## config.mk

```make
export PLATFORM = sky130hd
export DESIGN_NAME = csv_field_splitter_flat
export DESIGN_NICKNAME = d
export VERILOG_FILES = /design/src/design/csvfs_pkg.sv /design/src/design/csvfs_in_if.sv /design/src/design/csvfs_out_if.sv /design/src/design/csv_field_splitter.sv /design/src/design/csvfs_hold_buf.sv /design/src/flat_wrapper.sv
export SDC_FILE = /design/constraint.sdc
export NUM_CORES = 1
export LEC_CHECK = 0
export ABC_AREA = 1
export BUFFER_PORTS_ARGS = -buffer_cell sky130_fd_sc_hd__clkbuf_2
export CORE_ASPECT_RATIO = 1.5
export CORE_MARGIN = 3
export CORE_UTILIZATION = 39
export DETAILED_ROUTE_END_ITERATION = 10
export GPL_TIMING_DRIVEN = 0
export SYNTH_ARGS = -nofsm -noshare
export SYNTH_HDL_FRONTEND = slang
export SYNTH_SLANG_ARGS = --single-unit
```

## constraint.sdc

```tcl
create_clock -name clk -period 3.6 [get_ports clk]
set_clock_uncertainty 0.1 [all_clocks]
set_input_delay 0.72 -clock clk [delete_from_list [all_inputs] [get_ports clk]]
set_output_delay 0.72 -clock clk [all_outputs]
set_load 0.01 [all_outputs]
```

## src/design/csvfs_pkg.sv

```systemverilog
// Shared constants, types and helpers for the CSV field splitter.
`default_nettype none

package csvfs_pkg;

	localparam int MAX_HELD_SPACE = 16;
	localparam int HOLD_CNT_W     = $clog2(MAX_HELD_SPACE + 1);
	localparam int HOLD_IDX_W     = (MAX_HELD_SPACE > 1) ? $clog2(MAX_HELD_SPACE) : 1;

	localparam logic [7:0] COMMA       = 8'h2C;
	localparam logic [7:0] DQUOTE      = 8'h22;
	localparam logic [7:0] DELIM_RESET = COMMA;

	localparam logic FUNC_DATA = 1'b0;
	localparam logic FUNC_EOL  = 1'b1;

	typedef enum logic [2:0] {
		MODE_START  = 3'd0,
		MODE_PLAIN  = 3'd1,
		MODE_QUOTED = 3'd2,
		MODE_QSEEN  = 3'd3,
		MODE_DROP   = 3'd4
	} mode_t;

	typedef struct packed {
		logic [7:0] out_byte;
		logic       byte_valid;
		logic       field_end;
		logic       line_end;
		logic       space_overflow;
		logic       run_last;
	} result_t;

	typedef struct packed {
		logic push;
		logic flush_step;
		logic clear;
	} hold_ctrl_t;

	typedef struct packed {
		logic [HOLD_CNT_W-1:0] count;
		logic [7:0]            rd_byte;
		logic                  flush_last;
	} hold_stat_t;

	function automatic logic is_ws(input logic [7:0] b);
		return (b == 8'h20) || ((b >= 8'h09) && (b <= 8'h0D));
	endfunction

endpackage

`default_nettype wire

```

## src/design/csvfs_in_if.sv

```systemverilog
// Input channel: one line byte or end-of-line mark per beat.
`default_nettype none

interface csvfs_in_if;
	logic       valid;
	logic       ready;
	logic       func;
	logic [7:0] in_byte;

	modport source (output valid, output func, output in_byte, input ready);
	modport sink (input valid, input func, input in_byte, output ready);
endinterface

`default_nettype wire

```

## src/design/csvfs_out_if.sv

```systemverilog
// Output channel: one field byte or field/line mark per beat.
`default_nettype none

interface csvfs_out_if;
	logic       valid;
	logic       ready;
	logic [7:0] out_byte;
	logic       byte_valid;
	logic       field_end;
	logic       line_end;
	logic       space_overflow;
	logic       run_last;

	modport source (output valid, output out_byte, output byte_valid, output field_end,
		output line_end, output space_overflow, output run_last, input ready);
	modport sink (input valid, input out_byte, input byte_valid, input field_end,
		input line_end, input space_overflow, input run_last, output ready);
endinterface

`default_nettype wire

```

## src/design/csv_field_splitter.sv

```systemverilog
// Top level: CSV line splitter with quoting and leading/trailing whitespace trimming.
//
//  port      dir   beat carries
//  stream    in    func, in_byte (data byte or end of line)
//  fields    out   out_byte, byte_valid, field_end, line_end, space_overflow, run_last
//  cfg_*     in    field_delimiter write (cfg_we, cfg_wdata)
//
// One beat enters the input register per cycle unless the output stalls or held bytes
// drain; its result, if any, is written to the output register. A beat that releases
// held whitespace waits as the hold buffer drains, one byte per cycle unless stalled.
// arst_n clears the parse mode, hold count, line flag, valids and sets the delimiter
// to a comma. A stalled output holds its beat; one more beat may wait in the input stage.
`default_nettype none

module csv_field_splitter
	import csvfs_pkg::*;
(
	input  wire logic        clk,
	input  wire logic        arst_n,
	csvfs_in_if.sink         stream,
	csvfs_out_if.source      fields,
	input  wire logic        cfg_we,
	input  wire logic [7:0]  cfg_wdata
);

	logic [7:0] delim_q;
	mode_t      mode_q, mode_d;
	logic       line_nonempty_q, line_nonempty_d;

	logic       valid_s1;
	logic       func_s1;
	logic [7:0] byte_s1;

	logic       out_valid_q;
	result_t    res_q, res_d;

	hold_ctrl_t hctrl;
	hold_stat_t hstat;

	logic out_free, ws, is_delim, need_flush, proc, emit, s1_take;

	csvfs_hold_buf u_hold (
		.clk     (clk),
		.arst_n  (arst_n),
		.ctrl    (hctrl),
		.wr_byte (byte_s1),
		.stat    (hstat)
	);

	assign out_free = !out_valid_q || fields.ready;
	assign ws       = is_ws(byte_s1);
	assign is_delim = (byte_s1 == delim_q);

	// held bytes go out ahead of the beat that releases them
	assign need_flush = valid_s1 && (func_s1 == FUNC_DATA) && (mode_q == MODE_PLAIN)
		&& !is_delim
		&& ((ws && (hstat.count == HOLD_CNT_W'(MAX_HELD_SPACE)))
			|| (!ws && (hstat.count != '0)));

	assign proc    = valid_s1 && out_free && !need_flush;
	assign s1_take = proc;

	assign stream.ready = !valid_s1 || s1_take;

	always_comb begin
		mode_d          = mode_q;
		line_nonempty_d = line_nonempty_q;
		hctrl           = '0;
		res_d           = '0;
		emit            = 1'b0;

		if (need_flush && out_free) begin
			hctrl.flush_step     = 1'b1;
			emit                 = 1'b1;
			res_d.out_byte       = hstat.rd_byte;
			res_d.byte_valid     = 1'b1;
			res_d.space_overflow = ws;
			res_d.run_last       = ws && hstat.flush_last;
		end else if (proc) begin
			res_d.run_last = 1'b1;
			if (func_s1 == FUNC_EOL) begin
				emit            = 1'b1;
				res_d.field_end = line_nonempty_q;
				res_d.line_end  = 1'b1;
				mode_d          = MODE_START;
				hctrl.clear     = 1'b1;
				line_nonempty_d = 1'b0;
			end else begin
				line_nonempty_d = 1'b1;
				unique case (mode_q)
					MODE_PLAIN: begin
						if (is_delim) begin
							hctrl.clear     = 1'b1;
							emit            = 1'b1;
							res_d.field_end = 1'b1;
							mode_d          = MODE_START;
						end else if (ws) begin
							hctrl.push = 1'b1;
						end else begin
							emit             = 1'b1;
							res_d.out_byte   = byte_s1;
							res_d.byte_valid = 1'b1;
						end
					end
					MODE_QUOTED: begin
						if (byte_s1 == DQUOTE) begin
							mode_d = MODE_QSEEN;
						end else begin
							emit             = 1'b1;
							res_d.out_byte   = byte_s1;
							res_d.byte_valid = 1'b1;
						end
					end
					MODE_QSEEN: begin
						if (byte_s1 == DQUOTE) begin
							emit             = 1'b1;
							res_d.out_byte   = DQUOTE;
							res_d.byte_valid = 1'b1;
							mode_d           = MODE_QUOTED;
						end else if (is_delim) begin
							emit            = 1'b1;
							res_d.field_end = 1'b1;
							mode_d          = MODE_START;
						end else begin
							mode_d = MODE_DROP;
						end
					end
					MODE_DROP: begin
						if (is_delim) begin
							emit            = 1'b1;
							res_d.field_end = 1'b1;
							mode_d          = MODE_START;
						end
					end
					default: begin
						// field start; unused codes land here too
						hctrl.clear = 1'b1;
						if (is_delim) begin
							emit            = 1'b1;
							res_d.field_end = 1'b1;
							mode_d          = MODE_START;
						end else if (ws) begin
							mode_d = MODE_START;
						end else if ((byte_s1 == DQUOTE) && (delim_q == COMMA)) begin
							mode_d = MODE_QUOTED;
						end else begin
							emit             = 1'b1;
							res_d.out_byte   = byte_s1;
							res_d.byte_valid = 1'b1;
							mode_d           = MODE_PLAIN;
						end
					end
				endcase
			end
		end
	end

	always_ff @(posedge clk or negedge arst_n) begin
		if (!arst_n) begin
			delim_q         <= DELIM_RESET;
			mode_q          <= MODE_START;
			line_nonempty_q <= 1'b0;
			valid_s1        <= 1'b0;
			out_valid_q     <= 1'b0;
		end else begin
			if (cfg_we) begin
				delim_q <= cfg_wdata;
			end
			mode_q          <= mode_d;
			line_nonempty_q <= line_nonempty_d;
			if (stream.ready) begin
				valid_s1 <= stream.valid;
			end
			if (emit) begin
				out_valid_q <= 1'b1;
			end else if (fields.ready) begin
				out_valid_q <= 1'b0;
			end
		end
	end

	always_ff @(posedge clk) begin
		if (stream.ready && stream.valid) begin
			func_s1 <= stream.func;
			byte_s1 <= stream.in_byte;
		end
		if (emit) begin
			res_q <= res_d;
		end
	end

	assign fields.valid          = out_valid_q;
	assign fields.out_byte       = res_q.out_byte;
	assign fields.byte_valid     = res_q.byte_valid;
	assign fields.field_end      = res_q.field_end;
	assign fields.line_end       = res_q.line_end;
	assign fields.space_overflow = res_q.space_overflow;
	assign fields.run_last       = res_q.run_last;

endmodule

`default_nettype wire

```

## src/design/csvfs_hold_buf.sv

```systemverilog
// Trailing-whitespace hold buffer with fill count and drain pointer.
`default_nettype none

module csvfs_hold_buf
	import csvfs_pkg::*;
(
	input  wire logic       clk,
	input  wire logic       arst_n,
	input  wire hold_ctrl_t ctrl,
	input  wire logic [7:0] wr_byte,
	output      hold_stat_t stat
);

	logic [7:0]            held_space [MAX_HELD_SPACE];
	logic [HOLD_CNT_W-1:0] count_q;
	logic [HOLD_IDX_W-1:0] rd_idx_q;
	logic [7:0]            rd_byte_q;
	logic                  last;

	assign last = (HOLD_CNT_W'(rd_idx_q) + HOLD_CNT_W'(1)) == count_q;

	assign stat.count      = count_q;
	assign stat.rd_byte    = rd_byte_q;
	assign stat.flush_last = last;

	// entries are only read below the fill count, so no reset
	// rd_byte_q holds the entry at rd_idx_q ahead of each drain step
	always_ff @(posedge clk) begin
		if (ctrl.push) begin
			held_space[count_q[HOLD_IDX_W-1:0]] <= wr_byte;
			if (count_q == '0) begin
				rd_byte_q <= wr_byte;
			end
		end else if (ctrl.flush_step && !last) begin
			rd_byte_q <= held_space[rd_idx_q + HOLD_IDX_W'(1)];
		end
	end

	always_ff @(posedge clk or negedge arst_n) begin
		if (!arst_n) begin
			count_q  <= '0;
			rd_idx_q <= '0;
		end else if (ctrl.clear || (ctrl.flush_step && last)) begin
			count_q  <= '0;
			rd_idx_q <= '0;
		end else if (ctrl.flush_step) begin
			rd_idx_q <= rd_idx_q + HOLD_IDX_W'(1);
		end else if (ctrl.push) begin
			count_q <= count_q + HOLD_CNT_W'(1);
		end
	end

endmodule

`default_nettype wire
```

## src/flat_wrapper.sv

```systemverilog
// flat-port wrapper written by rule: the top's interface ports become plain ports
module csv_field_splitter_flat import csvfs_pkg::*;
  (clk, arst_n, cfg_we, cfg_wdata, stream_valid, stream_func, stream_in_byte, stream_ready, fields_valid, fields_out_byte, fields_byte_valid, fields_field_end, fields_line_end, fields_space_overflow, fields_run_last, fields_ready);
  csvfs_in_if stream_i ();
  csvfs_out_if fields_i ();
  input  wire logic clk;
  input  wire logic arst_n;
  input  wire logic cfg_we;
  input  wire logic [7:0] cfg_wdata;
  input wire logic [$bits(stream_i.valid)-1:0] stream_valid;
  input wire logic [$bits(stream_i.func)-1:0] stream_func;
  input wire logic [$bits(stream_i.in_byte)-1:0] stream_in_byte;
  output wire logic [$bits(stream_i.ready)-1:0] stream_ready;
  output wire logic [$bits(fields_i.valid)-1:0] fields_valid;
  output wire logic [$bits(fields_i.out_byte)-1:0] fields_out_byte;
  output wire logic [$bits(fields_i.byte_valid)-1:0] fields_byte_valid;
  output wire logic [$bits(fields_i.field_end)-1:0] fields_field_end;
  output wire logic [$bits(fields_i.line_end)-1:0] fields_line_end;
  output wire logic [$bits(fields_i.space_overflow)-1:0] fields_space_overflow;
  output wire logic [$bits(fields_i.run_last)-1:0] fields_run_last;
  input wire logic [$bits(fields_i.ready)-1:0] fields_ready;
  assign stream_i.valid = stream_valid;
  assign stream_i.func = stream_func;
  assign stream_i.in_byte = stream_in_byte;
  assign stream_ready = stream_i.ready;
  assign fields_valid = fields_i.valid;
  assign fields_out_byte = fields_i.out_byte;
  assign fields_byte_valid = fields_i.byte_valid;
  assign fields_field_end = fields_i.field_end;
  assign fields_line_end = fields_i.line_end;
  assign fields_space_overflow = fields_i.space_overflow;
  assign fields_run_last = fields_i.run_last;
  assign fields_i.ready = fields_ready;
  csv_field_splitter u_core (.clk(clk), .arst_n(arst_n), .stream(stream_i), .fields(fields_i), .cfg_we(cfg_we), .cfg_wdata(cfg_wdata));
endmodule
```

Word-level counts from Yosys, hierarchy flattened
Memories as Yosys holds them, arrays and structs flattened.
Cells that the tools add are included.
{"block": "totals", "latchBits": 0, "in_bits": 22, "memories": 1, "elab_cells": 140, "output_inout_bits": 15, "ramBits": 128, "regBits": 53, "romBits": 0}
{"name": "u_core.u_hold.held_space", "depth": 16, "word_bits": 8, "rd": 1, "rd_ports_with_merged_regs": 0, "write_ports": 1, "line_no": "csvfs_hold_buf.sv:14", "source": "logic [7:0] held_space [MAX_HELD_SPACE];"}
{"block": "classes", "n_eq_ne": 14, "n_addsub": 3, "shift": 0, "bitwise_logic": 3, "n_mul": 0, "reduce_logical": 39, "mux": 62, "order_cmp": 2, "div_mod_pow": 0}
{"cell": "$mux 9", "count": 8}
{"cell": "$pmux 9 s4", "count": 1}
{"cell": "$mux 1", "count": 31}
{"cell": "$eq 8x6->1 const B", "count": 3}
{"cell": "$mux 8", "count": 3}
{"cell": "$mux 3", "count": 6}
{"cell": "$logic_and 1x1->1", "count": 15}
{"cell": "$mux 5", "count": 3}
{"cell": "$mux 11", "count": 1}
{"cell": "$pmux 3 s3", "count": 1}
{"cell": "$eq 8x8->1", "count": 1}
{"cell": "$ge 8x4->1 const B", "count": 1}
{"cell": "$le 8x4->1 const B", "count": 1}
{"cell": "$mux 4", "count": 2}
{"cell": "$reduce_bool 2->1", "count": 4}
{"cell": "$mux 7", "count": 1}
{"cell": "$eq 3x2->1 const B", "count": 2}
{"cell": "$logic_not 1->1", "count": 6}
{"cell": "$ne 3x1->1 const B", "count": 2}
{"cell": "$reduce_and 2->1", "count": 3}
{"cell": "$add 4x1->5 const B", "count": 1}
{"cell": "$add 5x1->5 const B", "count": 1}
{"cell": "$eq 5x5->1", "count": 1}
{"cell": "$eq 5x5->1 const B", "count": 1}
{"cell": "other kinds (15)", "count": 24}

Depth between registers and ports, before layout
Gate-level depths: netlist (run 1).
{"block": "depth", "depth_word": 14, "mapped_depth": 13, "depth_no_buf": 13}

Modules after synthesis
Synthesis (run 1) repeated with hierarchy kept, for this count alone.
{"block": "hier_totals", "cells_unflattened": 817, "area_unflattened_um2": 8279.2}
{"mod": "csvfs_hold_buf", "seq_area_each_um2": 4309.1, "cells_per_inst": 556, "area_each_um2": 6221.0, "instances": 1}
{"mod": "csv_field_splitter", "seq_area_each_um2": 1014.7, "cells_per_inst": 261, "area_each_um2": 2058.2, "instances": 1}

Least setup slack after synthesis (run 1)
Ideal clock, no wire load.
{"block": "synth_timing", "path_kind": "input port to flip-flop", "start": "in fields_ready", "end": "mem u_core.u_hold.held_space[12][0], enable pin", "cell_stages": 5, "path_slack_ns": 0.943, "n_path_buf": 1, "setup_time_ns": 0.383, "required_time_ns": 3.117, "t_arrival_ns": 2.174, "path_cell_list": "nor2_1 > nor2_1 > nand4_4 > buf_6 > nor3_1"}
{"block": "synth_via", "elab_chain_cells": 7, "word_cells_on_any_way": 8, "cone_classes": "4 x mux; 4 x reduce/logical"}
{"item": "start, declared", "line_no": "flat_wrapper.sv:21", "source": "input wire logic [$bits(fields_i.ready)-1:0] fields_ready;"}
{"item": "$logic_or 1x1->1 *", "line_no": "csv_field_splitter.sv:50", "source": "assign out_free = !out_valid_q || fields.ready;"}
{"item": "$logic_and 1x1->1 (2 in a row)", "line_no": "csv_field_splitter.sv:60", "source": "assign proc = valid_s1 && out_free && !need_flush;"}
{"item": "$mux 1", "line_no": "csv_field_splitter.sv:79", "source": "end else if (proc) begin"}
{"item": "$mux 1 *", "line_no": "csv_field_splitter.sv:72", "source": "if (need_flush && out_free) begin"}
{"item": "$mux 1 *", "line_no": "csvfs_hold_buf.sv:29", "source": "if (ctrl.push) begin"}
{"item": "$mux 1 (implied by the code) *", "line_no": "csvfs_hold_buf.sv:30", "source": "held_space[count_q[HOLD_IDX_W-1:0]] <= wr_byte;"}
{"item": "end, declared", "line_no": "csvfs_hold_buf.sv:14"}
Every way passes the cells marked *; elsewhere a longest branch is shown, timed or not.

Final worst setup path (run 1)
{"block": "layout_timing", "start": "reg u_core.byte_s1[1]", "end": "mem u_core.u_hold.held_space[8][6], enable pin"}
{"block": "layout_via", "elab_chain_cells": 13, "word_cells_on_any_way": 24, "cone_classes": "2 x order compare; 2 x eq/ne; 8 x mux; 12 x reduce/logical"}
{"item": "start, declared", "line_no": "csv_field_splitter.sv:32", "source": "logic [7:0] byte_s1;"}
{"item": "start signal, assigned", "line_no": "csv_field_splitter.sv:185", "source": "byte_s1 <= stream.in_byte;"}
{"item": "parallel branches: the longest is 10 deep, another holds $ge 8x4->1"}
{"item": "$mux 1 *", "line_no": "csv_field_splitter.sv:72"}
{"item": "$mux 1 *", "line_no": "csvfs_hold_buf.sv:29"}
{"item": "$mux 1 (implied by the code) *", "line_no": "csvfs_hold_buf.sv:30"}
Every way passes the cells marked *.

==> results of run 1 <==
[final cells by class]
cell class | count | area, sq um
Buffer | 28 | 136
Inverter | 62 | 245
Sequential cell | 181 | 5320
Clock buffer | 18 | 429
Multi-Input combinational cell | 460 | 2520
Tap cell | 264 | 330
Clock inverter | 14 | 171
Timing Repair Buffer | 40 | 214
Fill cell | 1940 | 11100
[worst max-delay path: stages, from the launching register on]
cell and delay [ps]:
edfxtp_1 870, nand2_1 120, nand2_1 90, nand2_1 80, nor2_1 250, nand2_2 180
nand3_4 190, nand4_4 150, buf_6 200, nor3_1 630, buf_4 280
[Yosys cell counts (2+ instances only)]
cell        n
o21ai_2    11
buf_2       4
nand2_4     4
nor2_1     99
nor2_4      6
o22ai_1     2
nand3_2     5
clkbuf_1   20
nor3_1     15
nor2_8      2
nand3_1    29
dfstp_2     3
ha_1        5
inv_1      50
buf_6       3
nand2_1   120
xnor2_1     2
o221ai_1   32
o21ai_1     5
nor3_2      4
dfrtp_1    20
nand4_1    12
a21oi_1     7
inv_2       8
xor2_1      4
nand2_2    11
nor2_2      3
o21ai_0    77
edfxtp_1  158
[placed cells by master (no fill, tap or decap), drive strengths merged]
cell type	n
nor4	1
xor2	4
clkinvlp	1
nor2	110
o22ai	2
nand2	136
dfrtp	20
nand3	35
o21ai	93
nor3	19
o221ai	32
bufinv	2
clkinv	8
nand4	13
inv	65
xnor2	2
buf	11
a21oi	8
ha	5
dfstp	3
edfxtp	158
clkbuf	75
[power by group]
part / switching (uW) / internal [uW]
sequential: 112 / 2450
clock: 831 / 1050
combinational: 464 / 196
total: 1410 / 3690
[per-stage QoR]
stage | instances | cell area (sq um)
after global routing | 1067 | 9370
after global placement | 1031 | 8690
after CTS | 1065 | 9350
after detailed placement | 1033 | 8740
final | 1067 | 9370
after floorplan | 731 | 8180
[per-layer routing]
metal / GRT usage, % / wire length, um / vias to the layer above
met2: 34.1 / 11300 / 164
met5: 0 / 0 / -
met3: 2.36 / 737 / 51
met1: 20.3 / 7910 / 2741
li1: - / - / 2712
met4: 11.0 / 1010 / 0
[worst min-delay path by stage]
| stage | start | end | slack, ps | cells after the start |
|---|---|---|---|---|
| global route | arst_n | u_core.delim_q[4]$_DFFE_PN0P_ | 240 | 1 |
| global placement | u_core.delim_q[3]$_DFFE_PN1P_ | u_core.delim_q[3]$_DFFE_PN1P_ | 390 | 2 |
| finish | arst_n | u_core.mode_q[0]$_DFFE_PN0P_ | 210 | 1 |
| floorplan | arst_n | u_core.delim_q[0]$_DFFE_PN0P_ | 320 | 0 |
| CTS | arst_n | u_core.valid_s1$_DFFE_PN0N_ | 220 | 1 |
| detailed placement | u_core.delim_q[2]$_DFFE_PN1P_ | u_core.delim_q[2]$_DFFE_PN1P_ | 400 | 2 |
[sequential cells by signal (all words and copies together) (netlist names), 3 cells and up]
| signal | cells |
|---|---|
| u_core.u_hold.held_space | 128 |
| u_core.byte_s1 | 8 |
| u_core.delim_q | 8 |
| u_core.fields.out_byte | 8 |
| u_core.u_hold.rd_byte_q | 8 |
| u_core.u_hold.count_q | 5 |
| u_core.u_hold.rd_idx_q | 4 |
| u_core.mode_q | 3 |
[repair_timing]
item / 4_1_cts / 5_1_grt
setup endpoints to repair: 8 / 5
setup buffers: 0 / 2
resized for setup: 1 / 0
[cells by family (layout without fill, tap and decap cells)]
kind of cell,Yosys count,after routing,synth area share (%)
and+or+nand+nor,314,314,18.5
DFF,181,181,65.1
AOI/OAI and AO/OA,135,135,10.3
buffers and inverters,90,162,4.67
xor gates and xnor gates,6,6,0.643
adders and majority gates,5,5,0.765
==> impl_metrics.py, run 1 <==
metrics = {
    "power_and_ir_drop": {
        "finalPower_uw": 5100,
        "p_leak_uw": 0.00349,
        "peakVddDrop_v": 0.000383,
        "power_density_nw_per_um2": 544,
    },
    "critical_path": {
        "worstSetupEndpointType": "flop",
        "critPathMaxFanout": 20,
        "criticalPathCategory": "reg2reg",
        "r2r-start": "u_core.byte_s1[1]$_DFFE_PP_",
        "timing.rr.end": "u_core.u_hold.held_space[8][6]$_DFFE_PP_",
        "reg2reg_slack_ps": 170,
        "cp.arrival_ps": 3470,
        "critPathCapture": "u_core.u_hold.held_space[8][6]$_DFFE_PP_",
        "cp-startpoint": "u_core.byte_s1[1]$_DFFE_PP_",
        "cp.required_ps": 3640,
        "worst-r2r-cell-count": 10,
        "start_kind": "flop",
    },
    "synthesis": {
        "syn_inst": 731,
        "synth_area_leader_cell": "edfxtp_1",
        "yosys_warnings": 0,
        "synth_area_leaders": "edfxtp_1 58%, dfrtp_1 6.1%, nand2_1 5.5%, o21ai_0 4.7%, nor2_1 4.5%",
        "yosysUniqueCellTypes": 39,
        "synth_top_cell_area_share_pct": 58.0,
        "syn_area_sq_um": 8180,
        "seq_area_frac_synth_pct": 65.1,
        "synth.ff_latch_count": 181,
        "syn_area_per_cell_sq_um": 11.2,
        "synthArstFlopShare_pct": 12.7,
        "syn_nets": 758,
        "ys.flop_type": "edfxtp_1",
        "synth_edf_count": 158,
    },
    "sta": {
        "fmaxAchievable_mhz": 292,
        "hold_ws_ps": 208,
        "slew_headroom_pct": 24.7,
        "tightest_slew_ps": 1130,
        "finalCritPeriodShare_pct": 95.3,
        "postLayoutSetupSlackWorst_ps": 170,
        "fin_tns_setup_ps": 0,
        "fin_crit_ps": 3430,
        "finalSetupViolCount": 0,
        "hold_violations": 0,
        "drv_slew": 0,
        "rsz0062_at_grt": "false",
    },
    "clock_tree": {
        "h-tree-depth": 4,
        "clk_path_buf_depth": 2,
        "cts_root_buffer": "clkbuf_16",
        "cts_tree": "yes",
        "cts_sinks": 181,
        "clock_latency_ps": 430,
        "hold_buffers": 0,
        "numCtsBuffers": 17,
        "clk_pin_slew_worst_paths_ps": 70,
    },
    "place": {
        "dp_slack_ps": -105,
        "port_buffers": 36,
        "hpwlAfterDp_um": 14700,
        "gp_congestion": 0.895,
    },
    "layout": {
        "fin_nets": 817,
        "area_growth_pct": 14.6,
        "antennaDiodeCount": 0,
        "fin_util_pct": 45.7,
        "drive_above_1_share_pct": 18.9,
    },
    "floorplan": {
        "dieArea_sq_um": 22800,
        "core_region_area_sq_um": 20500,
        "initial_core_util_pct": 39.9,
        "rows": 64,
        "die_h_um": 183,
        "die_w_um": 124,
        "io_pins": 37,
    },
    "grt": {
        "antenna_found_initial": 0,
        "grt_pass1_vias": 5742,
        "grtUsageTotal_pct": 18.5,
        "grt_pass1_wl_um": 32100,
        "grt-ovfl-total": 0,
        "grt_max_degree": 24,
    },
    "routing": {
        "via_count": 5668,
        "drtIter0Drc": 318,
        "drt.antenna.violating_nets": 0,
        "drt-total-wl_um": 20900,
        "via_per_inst": 5.31,
        "routedWlPerCell_um": 19.6,
        "drtPass1Iterations": 5,
        "drc_errors": 0,
    },
    "worst_hold_path": {
        "hold_class": "in2async",
    },
    "flow_run": {
        "maxCapViolCount": 0,
    },
    "run_status": {
        "outcome": "complete, no violations",
    },
}
Power figures use the tool's default switching activity.
==> run 2, diff against run 1 <==
RECOVER_POWER = 50   (was default)
==> run 2 against run 1 <==
  * Critical endpoint unchanged
  * Total power is 0.56% lower
  * Sequential power barely moved
  * Via count down 0.55%
  * Wire length increased by 0.11%
  * Critical path type unchanged
  * Global-route usage stayed put
  * Sequential share of layout area up 0.25 points
  * Largest power group unchanged
==> impl_metrics.py, run 2 (synthesis results as in run 1) <==
metrics = {
    "floorplan": {
        "io_pins": 37,
        "core_region_area_sq_um": 20500,
        "die_h_um": 183,
        "dieArea_sq_um": 22800,
        "die_w_um": 124,
        "initial_core_util_pct": 39.9,
        "rows": 64,
    },
    "clock_tree": {
        "cts_sinks": 181,
        "clock_latency_ps": 430,
        "h-tree-depth": 4,
        "hold_buffers": 0,
        "clk_path_buf_depth": 2,
        "clk_pin_slew_worst_paths_ps": 70,
        "cts_tree": "yes",
        "numCtsBuffers": 17,
        "cts_root_buffer": "clkbuf_16",
    },
    "grt": {
        "grt_pass1_vias": 5742,
        "antenna_found_initial": 0,
        "grt_max_degree": 24,
        "grt-ovfl-total": 0,
        "grt_pass1_wl_um": 32100,
        "grtUsageTotal_pct": 18.5,
    },
    "routing": {
        "drtIter0Drc": 338,
        "routedWlPerCell_um": 19.6,
        "drt-total-wl_um": 21000,
        "drtPass1Iterations": 7,
        "via_count": 5637,
        "via_per_inst": 5.28,
        "drt.antenna.violating_nets": 0,
        "drc_errors": 0,
    },
    "critical_path": {
        "cp.required_ps": 3640,
        "worst-r2r-cell-count": 10,
        "criticalPathCategory": "reg2reg",
        "crit_chain": "nand2_1, nand2_1, nand2_1, nor2_1, nand2_2, nand3_4, nand4_4, buf_6, nor3_1, buf_4",
        "start_kind": "flop",
        "worstSetupEndpointType": "flop",
        "critPathMaxStageDelay_ps": 850,
        "critPathMaxFanout": 20,
        "cp.arrival_ps": 3430,
        "critPathSlowestCell": "edfxtp_1",
        "crit_path_frequent_cell": "nand2_1",
    },
    "power_and_ir_drop": {
        "p_leak_uw": 0.00343,
        "peakVddDrop_v": 0.000368,
        "internal_power_uw": 3670,
        "p_sw_uw": 1400,
        "power_density_nw_per_um2": 543,
        "swShare_pct": 27.6,
        "p_seq_share_pct": 50.5,
        "share_comb_of_total_power_pct": 12.5,
        "finalPower_uw": 5070,
        "power.share.clock_pct": 37.0,
    },
    "sta": {
        "hold_ws_ps": 361,
        "fmaxAchievable_mhz": 295,
        "slew_headroom_pct": 6.55,
        "finalSetupViolCount": 0,
        "finalCritPeriodShare_pct": 94.3,
        "rsz0062_at_grt": "false",
        "postLayoutSetupSlackWorst_ps": 206,
        "fin_tns_setup_ps": 0,
        "hold_violations": 0,
        "tightest_slew_ps": 1400,
        "drv_slew": 0,
        "fin_crit_ps": 3390,
    },
    "layout": {
        "fin_nets": 817,
        "layout_commonest_cell": "edfxtp_1",
        "final_cell_mix": "158 x edfxtp_1, 120 x nand2_1, 100 x nor2_1",
        "area_growth_pct": 14.1,
        "fin_area_sq_um": 9330,
        "antennaDiodeCount": 0,
        "largest_register_ffs": 128,
        "drive_above_1_share_pct": 16.6,
    },
    "run_status": {
        "outcome": "complete, no violations",
    },
    "place": {
        "dp_slack_ps": -105,
        "placed_cell_area_sq_um": 8740,
        "port_buffers": 36,
        "gp_congestion": 0.895,
        "hpwlAfterDp_um": 14700,
    },
    "flow_run": {
        "maxCapViolCount": 0,
    },
    "worst_hold_path": {
        "min_path_cells": 1,
        "hold_class": "in2reg",
    },
}
[run 2: cell count changes in the layout (fill, tap and decap cells not counted)]
cell      delta
nor2_1       +1
clkbuf_8     -1
clkbuf_2    -16
buf_4        -1
clkbuf_1    +18
nor2_4       -1
[run 2: layout make-up]
| cell class | instances | area (sq um) |
|---|---|---|
| repair buffers | 40 | 180 |
| flip-flops and latches | 181 | 5320 |
| well taps | 264 | 330 |
| plain buffers | 28 | 136 |
| clock inverters | 14 | 171 |
| inverters | 62 | 245 |
| clock buffers | 18 | 429 |
| fillers | 1952 | 11200 |
| multi-input cells | 460 | 2510 |
[run 2: per-stage QoR]
step | instances | util, %
after floorplan | 731 | -
after global placement | 1031 | 42.4
after detailed placement | 1033 | 42.7
after CTS | 1065 | 45.6
after global routing | 1067 | 45.5
final | 1067 | 45.5
[run 2: repair_timing]
action,4_1_cts,5_1_grt
buffers inserted,0,2
gates resized for setup,1,0
endpoints found under the setup margin,8,5
[run 2: metal layers]
metal	global-route usage [%]	part of all wire, %
met1	20.3	37
met2	34.1	54
met3	2.36	4.4
met4	11.0	5.0
met5	0	0
[run 2: worst paths after layout]
check,startpoint,endpoint,slack (ps)
max,u_core.byte_s1[1]$_DFFE_PP_,u_core.u_hold.held_space[8][6]$_DFFE_PP_,210
min,stream_in_byte[6],u_core.byte_s1[6]$_DFFE_PP_,360
max reg2reg,u_core.byte_s1[1]$_DFFE_PP_,u_core.u_hold.held_space[8][6]$_DFFE_PP_,210
min reg2reg,u_core.delim_q[2]$_DFFE_PN1P_,u_core.delim_q[2]$_DFFE_PN1P_,410
max in group asynchronous,arst_n,u_core.u_hold.count_q[0]$_DFFE_PN0P_,2070
min in group asynchronous,arst_n,u_core.valid_s1$_DFFE_PN0N_,500
[run 2: critical path: cells and delay by family (launching register included)]
| kind | cells | cell delay, ps |
|---|---|---|
| and+or+nand+nor | 8 | 1680 |
| DFF | 1 | 850 |
| buffers and inverters | 2 | 480 |
[run 2: power groups by stage]
| stage | sequential (uW) | combinational (uW) | clock, uW |
|---|---|---|---|
| after CTS | 2570 | 653 | 1900 |
| after floorplan | 2600 | 402 | 0 |
| after global placement | 2610 | 643 | 0 |
| after global routing | 2580 | 707 | 1980 |
| final | 2560 | 635 | 1880 |
| after detailed placement | 2610 | 649 | 0 |
==> run 3, diff against run 2 <==
clock period = 3.9 ns   (was 3.6 ns; I/O delays follow)
==> run 3 against run 2 <==
  * Total power fell by 7.7%
  * Design area down 0.19%
  * Sequential share of layout area rose by 0.11 points
  * First-iteration DRC count shrank 6.5%
  * Critical endpoint is now stream_ready
==> impl_metrics.py, run 3 (synthesis results as in run 1) <==
metrics = {
    "critical_path": {
        "critPathSlowestCell": "edfxtp_1",
        "reg2reg_slack_ps": 380,
        "cp.required_ps": 3020,
        "cp.arrival_ps": 2700,
        "crit_path_frequent_cell": "nand2_1",
        "timing.rr.end": "u_core.u_hold.held_space[8][6]$_DFFE_PP_",
        "critPathMaxStageDelay_ps": 950,
        "worst-r2r-cell-count": 10,
        "crit_chain": "nand2_1, nand2_1, nand3_1, nor2_1, nand2_1, nand3_4, nand2_8, nand2_1, clkbuf_2",
        "criticalPathCategory": "reg2out",
        "start_kind": "flop",
        "r2r-start": "u_core.byte_s1[5]$_DFFE_PP_",
        "critPathMaxFanout": 22,
        "worstSetupEndpointType": "output port",
    },
    "power_and_ir_drop": {
        "share_comb_of_total_power_pct": 12.3,
        "internal_power_uw": 3390,
        "p_sw_uw": 1290,
        "power.share.clock_pct": 37.1,
        "p_seq_share_pct": 50.6,
        "power_density_nw_per_um2": 503,
        "peakVddDrop_v": 0.000341,
        "p_leak_uw": 0.00342,
        "swShare_pct": 27.6,
    },
    "routing": {
        "drc_errors": 0,
        "via_count": 5617,
        "routedWlPerCell_um": 19.6,
        "drtIter0Drc": 316,
        "drtPass1Iterations": 5,
        "drt.antenna.violating_nets": 0,
        "drt-total-wl_um": 20800,
        "via_per_inst": 5.27,
    },
    "grt": {
        "grtUsageTotal_pct": 18.5,
        "grt_max_degree": 24,
        "grt_pass1_wl_um": 32000,
        "grt-ovfl-total": 0,
        "grt_pass1_vias": 5736,
        "antenna_found_initial": 0,
    },
    "clock_tree": {
        "cts_root_buffer": "clkbuf_16",
        "cts_setup_buffers": 0,
        "cts_tree": "yes",
        "clk_pin_slew_worst_paths_ps": 70,
        "hold_buffers": 0,
        "numCtsBuffers": 17,
        "cts_sinks": 181,
        "clock_latency_ps": 430,
        "h-tree-depth": 4,
        "cts_resized": 0,
        "clk_path_buf_depth": 2,
    },
    "layout": {
        "layout.cells.non_filler": 1065,
        "final_cell_mix": "158 x edfxtp_1, 121 x nand2_1, 100 x nor2_1",
        "antennaDiodeCount": 0,
        "nFillCells": 1953,
        "fin_nets": 815,
        "largest_register_ffs": 128,
        "area_growth_pct": 13.9,
        "drive_above_1_share_pct": 16.4,
        "layout_commonest_cell": "edfxtp_1",
    },
    "floorplan": {
        "initial_core_util_pct": 39.9,
        "die_w_um": 124,
        "die_h_um": 183,
        "dieArea_sq_um": 22800,
        "rows": 64,
        "core_region_area_sq_um": 20500,
        "io_pins": 37,
    },
    "sta": {
        "fmaxAchievable_mhz": 279,
        "hold_ws_ps": 412,
        "fin_crit_ps": 3580,
        "drv_slew": 0,
        "rsz0062_at_grt": "false",
        "slew_headroom_pct": 5.50,
        "fin_tns_setup_ps": 0,
        "finalSetupViolCount": 0,
        "hold_violations": 0,
        "finalCritPeriodShare_pct": 91.9,
        "tightest_slew_ps": 1420,
    },
    "flow_run": {
        "maxCapViolCount": 0,
    },
    "place": {
        "place_inst": 1033,
        "gp_congestion": 0.895,
        "port_buffers": 36,
        "hpwlAfterDp_um": 14700,
    },
    "worst_hold_path": {
        "worstHoldEndpoint": "u_core.delim_q[2]$_DFFE_PN1P_",
        "hold_start": "u_core.delim_q[2]$_DFFE_PN1P_",
        "hold_class": "reg2reg",
        "min_path_cells": 2,
    },
    "run_status": {
        "outcome": "complete, no violations",
    },
}
==> run 3: worst max path at each step <==
stage	from	endpoint	slack [ps]	cells after the start
global route	u_core.byte_s1[5]$_DFFE_PP_	stream_ready	170	9
global placement	u_core.byte_s1[1]$_DFFE_PP_	u_core.u_hold.held_space[13][5]$_DFFE_PP_	40	9
detailed placement	u_core.byte_s1[5]$_DFFE_PP_	u_core.u_hold.held_space[9][4]$_DFFE_PP_	200	9
finish	u_core.byte_s1[5]$_DFFE_PP_	stream_ready	320	9
floorplan	fields_ready	u_core.u_hold.held_space[12][0]$_DFFE_PP_	1180	5
CTS	u_core.byte_s1[5]$_DFFE_PP_	u_core.u_hold.held_space[9][6]$_DFFE_PP_	180	9
==> run 3: critical path: cells and delay by family, from the launching register on <==
kind	cells	cell delay, ps
and+or+nand+nor	8	1180
buffers and inverters	1	140
DFF	1	950
==> run 3: area by class of cell <==
cell class | instances | area, sq um | area share (%)
Buffer | 28 | 129 | 1.38
Inverter | 62 | 245 | 2.63
Multi-Input combinational cell | 460 | 2510 | 27.0
Clock buffer | 18 | 429 | 4.61
Timing Repair Buffer | 38 | 173 | 1.85
Tap cell | 264 | 330 | 3.55
Clock inverter | 14 | 171 | 1.84
Sequential cell | 181 | 5320 | 57.2
==> run 3: power groups by stage <==
stage / Combinational (uW) / Sequential [uW] / Clock, uW
2_1_floorplan: 371 / 2400 / 0
3_3_place_gp: 594 / 2410 / 0
3_5_place_dp: 599 / 2410 / 0
4_1_cts: 603 / 2370 / 1750
5_1_grt: 640 / 2390 / 1830
6_report: 576 / 2370 / 1740
==> run 3: per-layer routing <==
| layer | GRT usage (%) | wire [um] |
|---|---|---|
| met2 | 34.2 | 11200 |
| met1 | 20.2 | 7850 |
| met3 | 2.36 | 770 |
| met4 | 11.0 | 1020 |
| met5 | 0 | 0 |
==> run 3: per-stage QoR <==
step / power (uW) / util (%) / area [sq um] / setup slack (ps)
after floorplan: 2770 / - / 8180 / 1180
after global placement: 3010 / 42.4 / 8690 / 41.0
after detailed placement: 3010 / 42.7 / 8740 / 195
after CTS: 4730 / 45.6 / 9350 / 181
after global routing: 4860 / 45.4 / 9310 / 170
final: 4680 / 45.4 / 9310 / 318
